## src/hdl/cc11_pkg.sv

```systemverilog
// Shared types, constants and modulo helpers for the Code 11 check digit validator.
`default_nettype none

package cc11_pkg;

   localparam int MAX_DATA_SYMBOLS = 64;
   localparam int POS_LIMIT        = MAX_DATA_SYMBOLS + 3;

   localparam int QUEUE_DEPTH = 4;
   localparam int QPTR_W      = $clog2(QUEUE_DEPTH);
   localparam int QCNT_W      = $clog2(QUEUE_DEPTH + 1);

   localparam int OUT_DEPTH  = 2;
   localparam int OPTR_W     = $clog2(OUT_DEPTH);
   localparam int OCNT_W     = $clog2(OUT_DEPTH + 1);

   // Symbol classes decided by the front end.
   localparam logic [1:0] KIND_DATA    = 2'd0;
   localparam logic [1:0] KIND_CHECK_C = 2'd1;
   localparam logic [1:0] KIND_LAST    = 2'd2;
   localparam logic [1:0] KIND_SKIP    = 2'd3;

   typedef struct packed {
      logic [1:0] kind;
      logic [3:0] symbol;
      logic [3:0] weight_c;
      logic [3:0] weight_k;
      logic       len_ok;
      logic       n_ok;
   } cc11_item_type;

   typedef struct packed {
      logic barcode_ok;
      logic c_ok;
      logic k_ok;
   } cc11_result_type;

   // Remainder by 10 of a 7-bit value through a reciprocal multiply.
   function automatic logic [3:0] mod10(input logic [6:0] d);
      logic [14:0] prod;
      logic [3:0]  q;
      logic [6:0]  r;
      prod = 15'(d) * 15'd205;
      q    = prod[14:11];
      r    = d - 7'({3'b000, q} * 7'd10);
      return r[3:0];
   endfunction

   // Remainder by 9 of a 7-bit value through a reciprocal multiply.
   function automatic logic [3:0] mod9(input logic [6:0] d);
      logic [12:0] prod;
      logic [3:0]  q;
      logic [6:0]  r;
      prod = 13'(d) * 13'd57;
      q    = prod[12:9];
      r    = d - 7'({3'b000, q} * 7'd9);
      return r[3:0];
   endfunction

   // Remainder by 11; exact for inputs up to 160, which covers every running sum.
   function automatic logic [3:0] mod11(input logic [7:0] x);
      logic [15:0] prod;
      logic [4:0]  q;
      logic [7:0]  r;
      prod = 16'(x) * 16'd187;
      q    = prod[15:11];
      r    = x - 8'({3'b000, q} * 8'd11);
      return r[3:0];
   endfunction

endpackage

`default_nettype wire

```

## src/hdl/cc11_front.sv

```systemverilog
// Front end: tracks the symbol position and classifies each accepted symbol.
`default_nettype none

module cc11_front import cc11_pkg::*; (
   input  wire logic          clock,
   input  wire logic          reset,
   input  wire logic          take,
   input  wire logic [3:0]    symbol_value,
   input  wire logic [6:0]    data_length,
   input  wire logic          last_symbol,
   output cc11_item_type      item
);

   logic [6:0] pos_ff;
   logic [6:0] pos_in;
   logic [6:0] dist_c;
   logic [6:0] dist_k;

   assign dist_k = data_length - pos_ff;
   assign dist_c = dist_k - 7'd1;

   always_comb begin
      item.symbol   = symbol_value;
      item.weight_c = mod10(dist_c) + 4'd1;
      item.weight_k = mod9(dist_k) + 4'd1;
      item.len_ok   = ({1'b0, pos_ff} == ({1'b0, data_length} + 8'd1));
      item.n_ok     = (data_length >= 7'd1) && (data_length <= 7'(MAX_DATA_SYMBOLS));
      if (last_symbol) begin
         item.kind = KIND_LAST;
      end else if (pos_ff < data_length) begin
         item.kind = KIND_DATA;
      end else if (pos_ff == data_length) begin
         item.kind = KIND_CHECK_C;
      end else begin
         item.kind = KIND_SKIP;
      end
   end

   always_comb begin
      pos_in = pos_ff;
      if (take) begin
         if (last_symbol) begin
            pos_in = 7'd0;
         end else if (pos_ff < 7'(POS_LIMIT)) begin
            pos_in = pos_ff + 7'd1;
         end
      end
   end

   always_ff @(posedge clock) begin
      if (reset) begin
         pos_ff <= 7'd0;
      end else begin
         pos_ff <= pos_in;
      end
   end

endmodule

`default_nettype wire

```

## src/hdl/cc11_queue.sv

```systemverilog
// Short queue of classified symbols between the front end and the back end.
`default_nettype none

module cc11_queue import cc11_pkg::*; (
   input  wire logic          clock,
   input  wire logic          reset,
   input  wire logic          push,
   input  wire cc11_item_type push_item,
   output logic               full,
   input  wire logic          pop,
   output cc11_item_type      pop_item,
   output logic               empty
);

   cc11_item_type       mem_ff [QUEUE_DEPTH];
   logic [QPTR_W-1:0]   wr_ptr_ff;
   logic [QPTR_W-1:0]   wr_ptr_in;
   logic [QPTR_W-1:0]   rd_ptr_ff;
   logic [QPTR_W-1:0]   rd_ptr_in;
   logic [QCNT_W-1:0]   count_ff;
   logic [QCNT_W-1:0]   count_in;
   logic                do_push;
   logic                do_pop;

   assign full     = (count_ff == QCNT_W'(QUEUE_DEPTH));
   assign empty    = (count_ff == '0);
   assign do_push  = push && !full;
   assign do_pop   = pop && !empty;
   assign pop_item = mem_ff[rd_ptr_ff];

   always_comb begin
      wr_ptr_in = do_push ? wr_ptr_ff + QPTR_W'(1) : wr_ptr_ff;
      rd_ptr_in = do_pop  ? rd_ptr_ff + QPTR_W'(1) : rd_ptr_ff;
      count_in  = count_ff;
      if (do_push && !do_pop) begin
         count_in = count_ff + QCNT_W'(1);
      end else if (do_pop && !do_push) begin
         count_in = count_ff - QCNT_W'(1);
      end
   end

   always_ff @(posedge clock) begin
      if (do_push) begin
         mem_ff[wr_ptr_ff] <= push_item;
      end
   end

   always_ff @(posedge clock) begin
      if (reset) begin
         wr_ptr_ff <= '0;
         rd_ptr_ff <= '0;
         count_ff  <= '0;
      end else begin
         wr_ptr_ff <= wr_ptr_in;
         rd_ptr_ff <= rd_ptr_in;
         count_ff  <= count_in;
      end
   end

endmodule

`default_nettype wire

```

## src/hdl/cc11_back.sv

```systemverilog
// Back end: running C and K sums modulo 11 and a small buffer of verdicts.
`default_nettype none

module cc11_back import cc11_pkg::*; (
   input  wire logic          clock,
   input  wire logic          reset,
   input  wire logic          item_empty,
   input  wire cc11_item_type item,
   output logic               item_pop,
   output cc11_result_type    result,
   output logic               result_empty,
   input  wire logic          result_pop
);

   logic [3:0]          c_sum_ff;
   logic [3:0]          c_sum_in;
   logic [3:0]          k_sum_ff;
   logic [3:0]          k_sum_in;
   logic                c_match_ff;
   logic                c_match_in;
   logic                k_ok;
   logic                out_write;
   logic                out_read;
   cc11_result_type     verdict;
   cc11_result_type     out_mem_ff [OUT_DEPTH];
   logic [OPTR_W-1:0]   out_wr_ff;
   logic [OPTR_W-1:0]   out_rd_ff;
   logic [OCNT_W-1:0]   out_count_ff;
   logic [OCNT_W-1:0]   out_count_in;

   // A final symbol is only taken when its verdict has a place to go.
   assign item_pop = !item_empty &&
                     ((item.kind != KIND_LAST) || (out_count_ff != OCNT_W'(OUT_DEPTH)));
   assign out_write = item_pop && (item.kind == KIND_LAST);
   assign out_read  = result_pop && !result_empty;

   assign k_ok               = item.len_ok && (item.symbol == k_sum_ff);
   assign verdict.c_ok       = c_match_ff;
   assign verdict.k_ok       = k_ok;
   assign verdict.barcode_ok = item.len_ok && item.n_ok && c_match_ff && k_ok;

   always_comb begin
      c_sum_in   = c_sum_ff;
      k_sum_in   = k_sum_ff;
      c_match_in = c_match_ff;
      if (item_pop) begin
         unique case (item.kind)
            KIND_DATA: begin
               c_sum_in = mod11(({4'b0000, item.weight_c} * {4'b0000, item.symbol})
                                + {4'b0000, c_sum_ff});
               k_sum_in = mod11(({4'b0000, item.weight_k} * {4'b0000, item.symbol})
                                + {4'b0000, k_sum_ff});
            end
            KIND_CHECK_C: begin
               c_match_in = (item.symbol == c_sum_ff);
               k_sum_in   = mod11({4'b0000, k_sum_ff} + {4'b0000, item.symbol});
            end
            KIND_LAST: begin
               c_sum_in   = 4'd0;
               k_sum_in   = 4'd0;
               c_match_in = 1'b0;
            end
            default: begin
            end
         endcase
      end
   end

   always_comb begin
      out_count_in = out_count_ff;
      if (out_write && !out_read) begin
         out_count_in = out_count_ff + OCNT_W'(1);
      end else if (out_read && !out_write) begin
         out_count_in = out_count_ff - OCNT_W'(1);
      end
   end

   assign result_empty = (out_count_ff == '0);
   assign result       = out_mem_ff[out_rd_ff];

   always_ff @(posedge clock) begin
      if (out_write) begin
         out_mem_ff[out_wr_ff] <= verdict;
      end
   end

   always_ff @(posedge clock) begin
      if (reset) begin
         c_sum_ff     <= 4'd0;
         k_sum_ff     <= 4'd0;
         c_match_ff   <= 1'b0;
         out_wr_ff    <= '0;
         out_rd_ff    <= '0;
         out_count_ff <= '0;
      end else begin
         c_sum_ff     <= c_sum_in;
         k_sum_ff     <= k_sum_in;
         c_match_ff   <= c_match_in;
         out_count_ff <= out_count_in;
         if (out_write) begin
            out_wr_ff <= out_wr_ff + OPTR_W'(1);
         end
         if (out_read) begin
            out_rd_ff <= out_rd_ff + OPTR_W'(1);
         end
      end
   end

endmodule

`default_nettype wire

```

## src/hdl/code11_check_digit_validator.sv

```systemverilog
// Code 11 C and K check digit validator, one symbol per cycle in, one verdict per string out.
//
// Symbols of a Code 11 string (data, then the C check, then the K check carrying
// req_last_symbol) are taken one per clock whenever req_full is low; a dash is
// value 10. A front end keeps the symbol position and computes each symbol's C and
// K weights, a four-entry queue holds the classified symbols, and a back end folds
// them into the two sums modulo 11. The verdict for a string is written to a
// two-entry result buffer when its last symbol leaves the queue, and is readable on
// the rsp_ ports from there; the buffer lets input continue while verdicts wait.
// Once both buffered verdicts wait and another last symbol reaches the back end, the
// queue fills and req_full rises until a verdict is popped. The sustained rate is one
// symbol per cycle while req_full stays low.
`default_nettype none

module code11_check_digit_validator import cc11_pkg::*; (
   input  wire logic       clock,
   input  wire logic       reset,
   input  wire logic       req_push,
   output logic            req_full,
   input  wire logic [3:0] req_symbol_value,
   input  wire logic [6:0] req_data_length,
   input  wire logic       req_last_symbol,
   output logic            rsp_empty,
   input  wire logic       rsp_pop,
   output logic            rsp_barcode_ok,
   output logic            rsp_c_digit_ok,
   output logic            rsp_k_digit_ok
);

   cc11_item_type   front_item;
   cc11_item_type   back_item;
   cc11_result_type result;
   logic            queue_full;
   logic            queue_empty;
   logic            queue_pop;
   logic            take;

   assign req_full = queue_full;
   assign take     = req_push && !queue_full;

   cc11_front u_front (
      .clock        (clock),
      .reset        (reset),
      .take         (take),
      .symbol_value (req_symbol_value),
      .data_length  (req_data_length),
      .last_symbol  (req_last_symbol),
      .item         (front_item)
   );

   cc11_queue u_queue (
      .clock     (clock),
      .reset     (reset),
      .push      (take),
      .push_item (front_item),
      .full      (queue_full),
      .pop       (queue_pop),
      .pop_item  (back_item),
      .empty     (queue_empty)
   );

   cc11_back u_back (
      .clock        (clock),
      .reset        (reset),
      .item_empty   (queue_empty),
      .item         (back_item),
      .item_pop     (queue_pop),
      .result       (result),
      .result_empty (rsp_empty),
      .result_pop   (rsp_pop)
   );

   assign rsp_barcode_ok = result.barcode_ok;
   assign rsp_c_digit_ok = result.c_ok;
   assign rsp_k_digit_ok = result.k_ok;

endmodule

`default_nettype wire

```

## config.mk

```make
export PLATFORM = sky130hd
export DESIGN_NAME = code11_check_digit_validator
export DESIGN_NICKNAME = d
export VERILOG_FILES = /design/src/hdl/cc11_pkg.sv /design/src/hdl/cc11_front.sv /design/src/hdl/cc11_queue.sv /design/src/hdl/cc11_back.sv /design/src/hdl/code11_check_digit_validator.sv
export SDC_FILE = /design/constraint.sdc
export NUM_CORES = 1
export LEC_CHECK = 0
export BUFFER_PORTS_ARGS = -buffer_cell sky130_fd_sc_hd__buf_4
export CAP_MARGIN = 30
export CORE_UTILIZATION = 41
export CTS_BUF_LIST = sky130_fd_sc_hd__clkbuf_4
export DETAILED_ROUTE_END_ITERATION = 7
export PLACE_DENSITY = 0.57
export SYNTH_ARGS = -nofsm -noshare
export SYNTH_HDL_FRONTEND = slang
export SYNTH_SLANG_ARGS = --single-unit
```

## constraint.sdc

```tcl
create_clock -name clock -period 12.8 [get_ports clock]
set_input_delay 1.28 -clock clock [delete_from_list [all_inputs] [get_ports clock]]
set_output_delay 1.28 -clock clock [all_outputs]
set_load 0.01 [all_outputs]
```

; After elaboration in Yosys (flattened, before gate mapping)
; Memory sizes are Yosys's and may differ from the RTL's. A register that Yosys moved wholly into a read port is not among the register bits.
; Index checks and enable logic that the tools add are counted.
[totals]
ff_bits = 27
ramBits = 70
in_bits = 16
output_inout_bits = 5
elab_cells = 115
memories = 2
[classes]
add_sub_neg = 22
mul = 12
magnitude_cmp = 4
n_eq_ne = 9
n_mux = 20
n_reduce_logical = 36
[memory_table]
columns = memory, depth, width, read_ports, rd_ports_with_merged_regs, write_ports, line_no
row1 = u_queue.mem_ff, 4, 16, 1, 1, 1, cc11_queue.sv:15  ; cc11_item_type mem_ff [QUEUE_DEPTH];
row2 = u_back.out_mem_ff, 2, 3, 1, 1, 1, cc11_back.sv:25  ; cc11_result_type out_mem_ff [OUT_DEPTH];
[ops]
columns = cell, count
row1 = "multiplier 8 x 8 -> 16 bit, second input constant", 2
row2 = subtractor 4 bit, 5
row3 = adder 8 x 4 -> 8 bit, 2
row4 = multiplier 4 x 4 -> 8 bit, 2
row5 = logical AND 1 bit, 15
row6 = "multiplier 5 x 4 -> 4 bit, second input constant", 3
row7 = "multiplier 7 x 8 -> 15 bit, second input constant", 1
row8 = 2-to-1 mux 2 bit, 7
row9 = 2-to-1 mux 7 bit, 2
row10 = "multiplier 5 x 8 -> 13 bit, second input constant", 1
row11 = "multiplier 7 x 6 -> 13 bit, second input constant", 1
row12 = case mux 4 bit (3 select lines), 1
row13 = nonzero test 2 bit, 5
row14 = "adder 4 x 1 -> 4 bit, second input constant", 2
row15 = "adder 7 x 1 -> 8 bit, second input constant", 1
row16 = equality test 4 bit, 2
row17 = equality test 7 x 8 -> 1 bit, 1
row18 = case mux 4 bit (2 select lines), 1
row19 = AND reduction 2 bit, 4
row20 = "adder 7 x 1 -> 7 bit, second input constant", 1
row21 = equality test 7 bit, 1
row22 = ">= comparator 7 x 1 -> 1 bit, second input constant", 1
row23 = "<= comparator 7 bit, second input constant", 1
row24 = zero test 1 bit, 7
row25 = 23 further kinds, 34

; Longest topological paths before layout
[depth]
depth_word = 8
ltp_mapped = 40

; Hierarchy
; A second synthesis with hierarchy kept.
[unflattened]
cells_unflattened = 1077
area_unflattened_um2 = 11492.3
[by_module_without_submodules]
columns = module, n_inst, cells_per_inst, area_per_inst_um2, seq_area_each_um2
row1 = cc11_back, 1, 638, 5968.2, 460.4
row2 = cc11_queue, 1, 132, 2793.9, 2102.0
row3 = cc11_front, 1, 306, 2716.4, 140.1
row4 = code11_check_digit_validator, 1, 1, 13.8, 0.0

; Least setup slack after synthesis
; No wires, ideal clock.
[synth_timing]
path_type = flip-flop to flip-flop
from = register with a tool-made name
to = register u_back.k_sum_ff[3]
arrival_time_ns = 9.339
required_time_ns = 12.678
path_slack_ns = 3.340
stages_incl_launch_ff = 38
n_path_buf = 2
cell_sequence = dfxtp_1 -> buf_2 -> buf_2 -> mux4_2 -> nand2_1 -> fa_1 -> fa_1 -> fa_1 -> inv_1 -> ha_1 -> a21oi_1 -> nor2b_1 -> o21ai_0 -> nand2_1 -> xor2_1 -> ha_1 -> fa_1 -> inv_1 -> (+2 left out) -> inv_1 -> ha_1 -> o21a_1 -> o22a_1 -> a21oi_1 -> xnor2_1 -> ha_1 -> inv_1 -> fa_1 -> inv_1 -> ha_1 -> a21o_1 -> a21oi_1 -> xnor2_1 -> xnor2_1 -> xnor2_1 -> xnor2_1 -> a221o_1
[synth_rtl]
columns = element, line_no
row1 = to (signal assigned), cc11_back.sv:97  ; k_sum_ff <= k_sum_in;
row2 = to (decl), cc11_back.sv:17  ; logic [3:0] k_sum_ff;

==> run_results.csv <==
group,metric,value,unit
cts,hold_buffers,0,
floorplan,start_util,42.0,%
worst_setup_path,max_stage_delay,0.70,ns
worst_setup_path,cp_slowest_cell,"dfxtp_1",
placed_design,port_buffers,20,
layout,fillers,2593,
yosys,synth-seq-cells,100,
floorplan,ioPinCount,21,
yosys,ys_seq_area_share,23.8,%
layout,final_cell_mix,"ha_1, inv_1, fa_1, edfxtp_1, xnor2_1",
sta,hold_viol,0,
cts,clkTransAtPathRegs,0.14,ns
yosys,synth_ff_type,"edfxtp_1",
route,wirelength,19.6,mm
route,vias_per_cell,4.85,
layout,final_cell_count_no_fill,1464,
sta,period_needed,10.05,ns
yosys,syn_nets,1408,
yosys,async_reset_ff_share,0,%
sta,slew_viol_final,0,
global_routing,grt_pass1_wl,34.0,mm
cts,cts-root-buf,"clkbuf_4",
route,initialDrtViolationCount,307,
placed_design,dp_hpwl,16.4,mm
worst_setup_path,arrival,10.44,ns
yosys,synth-edff-count,70,
sta,setup_tns,0,ns
yosys,synth_cells,1070,
cts,cts_buffer_depth,2,
worst_setup_path,cp_top_family,"adder cells",
cts,cts_buffers,9,
route,wire_per_inst,13.4,µm
global_routing,antenna_found_initial,0,
route,dr.pass1.iters,4,
worst_setup_path,cp_num_buf_inv,8,
cts,cts.sinks,100,
global_routing,gr-total-overflow,0,
sta,worstMarginPinSlew,0.856,ns
cts,htreeDepth,3,
cts,cts_setup_buffers,0,
placed_design,place_inst,1448,
sta,post-route-period-util,78.6,%
sta,max_freq,0.0995,GHz
global_routing,grt_pass1_vias,7185,
layout,multi_input_area,7840,µm²
worst_setup_path,required,13.19,ns
layout,ff_latch_area,2700,µm²
floorplan,fp-row-count,60,
route,via_count,7097,
layout,drive_above_1_share,6.68,%
cts,clock_latency,0.44,ns
sta,hold_slack,0.516,ns
route,drc,0,
worst_setup_path,path_class,"reg2reg",
yosys,synth.distinct_cells,69,
yosys,avgSynthCellArea,10.6,µm²
layout,n_antenna_cell,0,
global_routing,grt_usage,14.7,%
job,drv_cap,0,
layout,final_util,44.7,%
sta,setup_viol,0,
worst_hold_path,hold_path_class,"reg2reg",
floorplan,fp.coreArea,27100,µm²
yosys,ys_warn_count,0,
worst_setup_path,crit_fanout,9,
floorplan,fp.dieW,169,µm
placed_design,globalplace.congestion,0.794,
cts,post_cts_resized,0,
sta,skew,0.0115,ns
floorplan,dieArea,28400,µm²
layout,fin_nets,1425,
global_routing,grt_max_degree,29,
worst_setup_path,start_kind,"flop",
sta,maxSlewHeadroom,43.0,%
layout,syn2layout_area_growth,6.51,%
route,antenna_left,0,
layout,layout_commonest_cell,"ha_1",
yosys,synthesis.area,11400,µm²
status,outcome,"finished clean",
floorplan,die_y,169,µm
cts,cts_tree,"yes",
worst_setup_path,endpoint_kind,"flop",
sta,rsz0062_at_grt,"no",
state kept, by name, indices dropped and copies added (netlist names), named ones only:
name / flops
u_back.out_mem_ff: 6
u_queue.rd_ptr_ff: 2
u_queue.count_ff: 3
u_back.out_count_ff: 2
u_back.out_rd_ff: 1
u_back.out_wr_ff: 1
u_queue.mem_ff: 64
u_back.c_match_ff: 1
u_back.k_sum_ff: 4
u_back.c_sum_ff: 4
u_queue.wr_ptr_ff: 2
u_front.pos_ff: 7
stage by stage:
step / area, µm² / worst slack, ns
detailed placement: 11900 / 2.67
finish: 12100 / 2.75
global placement: 11900 / 2.80
global route: 12100 / 2.09
floorplan: 11400 / 3.34
CTS: 12100 / 2.63
synthesized netlist by cell type, types with 24 or more instances:
master / n / area [µm²]
ha_1: 239 / 2990
fa_1: 83 / 1660
and2_1: 30 / 188
nand2_1: 35 / 131
inv_1: 197 / 739
nor2_1: 44 / 165
dfxtp_1: 30 / 601
xor2_1: 28 / 245
a21o_1: 24 / 180
a21oi_1: 36 / 180
xnor2_1: 69 / 604
edfxtp_1: 70 / 2100
per-layer routing:
layer / global-route usage [%] / vias up / wire length (µm)
met5: 0 / - / 0
met1: 20.3 / 3376 / 9920
li1: - / 3668 / -
met2: 25.1 / 44 / 9240
met3: 1.89 / 9 / 328
met4: 1.86 / 0 / 90
final cells by class:
| type | instances | share of cell area (%) |
|---|---|---|
| tap | 372 | 3.84 |
| timing repair buffer | 21 | 1.30 |
| clock buffer | 10 | 0.620 |
| multi-input combinational | 753 | 64.7 |
| clock inverter | 6 | 0.919 |
| inverter | 202 | 6.26 |
| sequential | 100 | 22.3 |
worst paths after layout:
path / from / end / slack (ns) / depth (start not counted)
worst max register to register: flop / u_back.c_sum_ff[3] / 2.75 / 36
worst min register to register: u_back.c_match_ff / u_back.out_mem_ff[0][1] / 0.52 / 0
worst min-delay path: u_back.c_match_ff / u_back.out_mem_ff[0][1] / 0.52 / 0
worst max-delay path: flop / u_back.c_sum_ff[3] / 2.75 / 36
cells by family (layout without fill, tap and decap cells):
family | after synthesis | after routing | share of synthesized area [%]
AOI/OAI and AO/OA | 132 | 132 | 7.98
muxes | 25 | 25 | 4.01
xor gates and xnor gates | 101 | 101 | 8.10
buffers and inverters | 217 | 239 | 7.27
adders and majority gates | 323 | 323 | 41.0
DFF | 100 | 100 | 23.8
and+or+nand+nor | 172 | 172 | 7.88
Power is left out: the tool's default activity adds up to more than one toggle a clock period on the data nets, which glitch-free logic cannot reach.
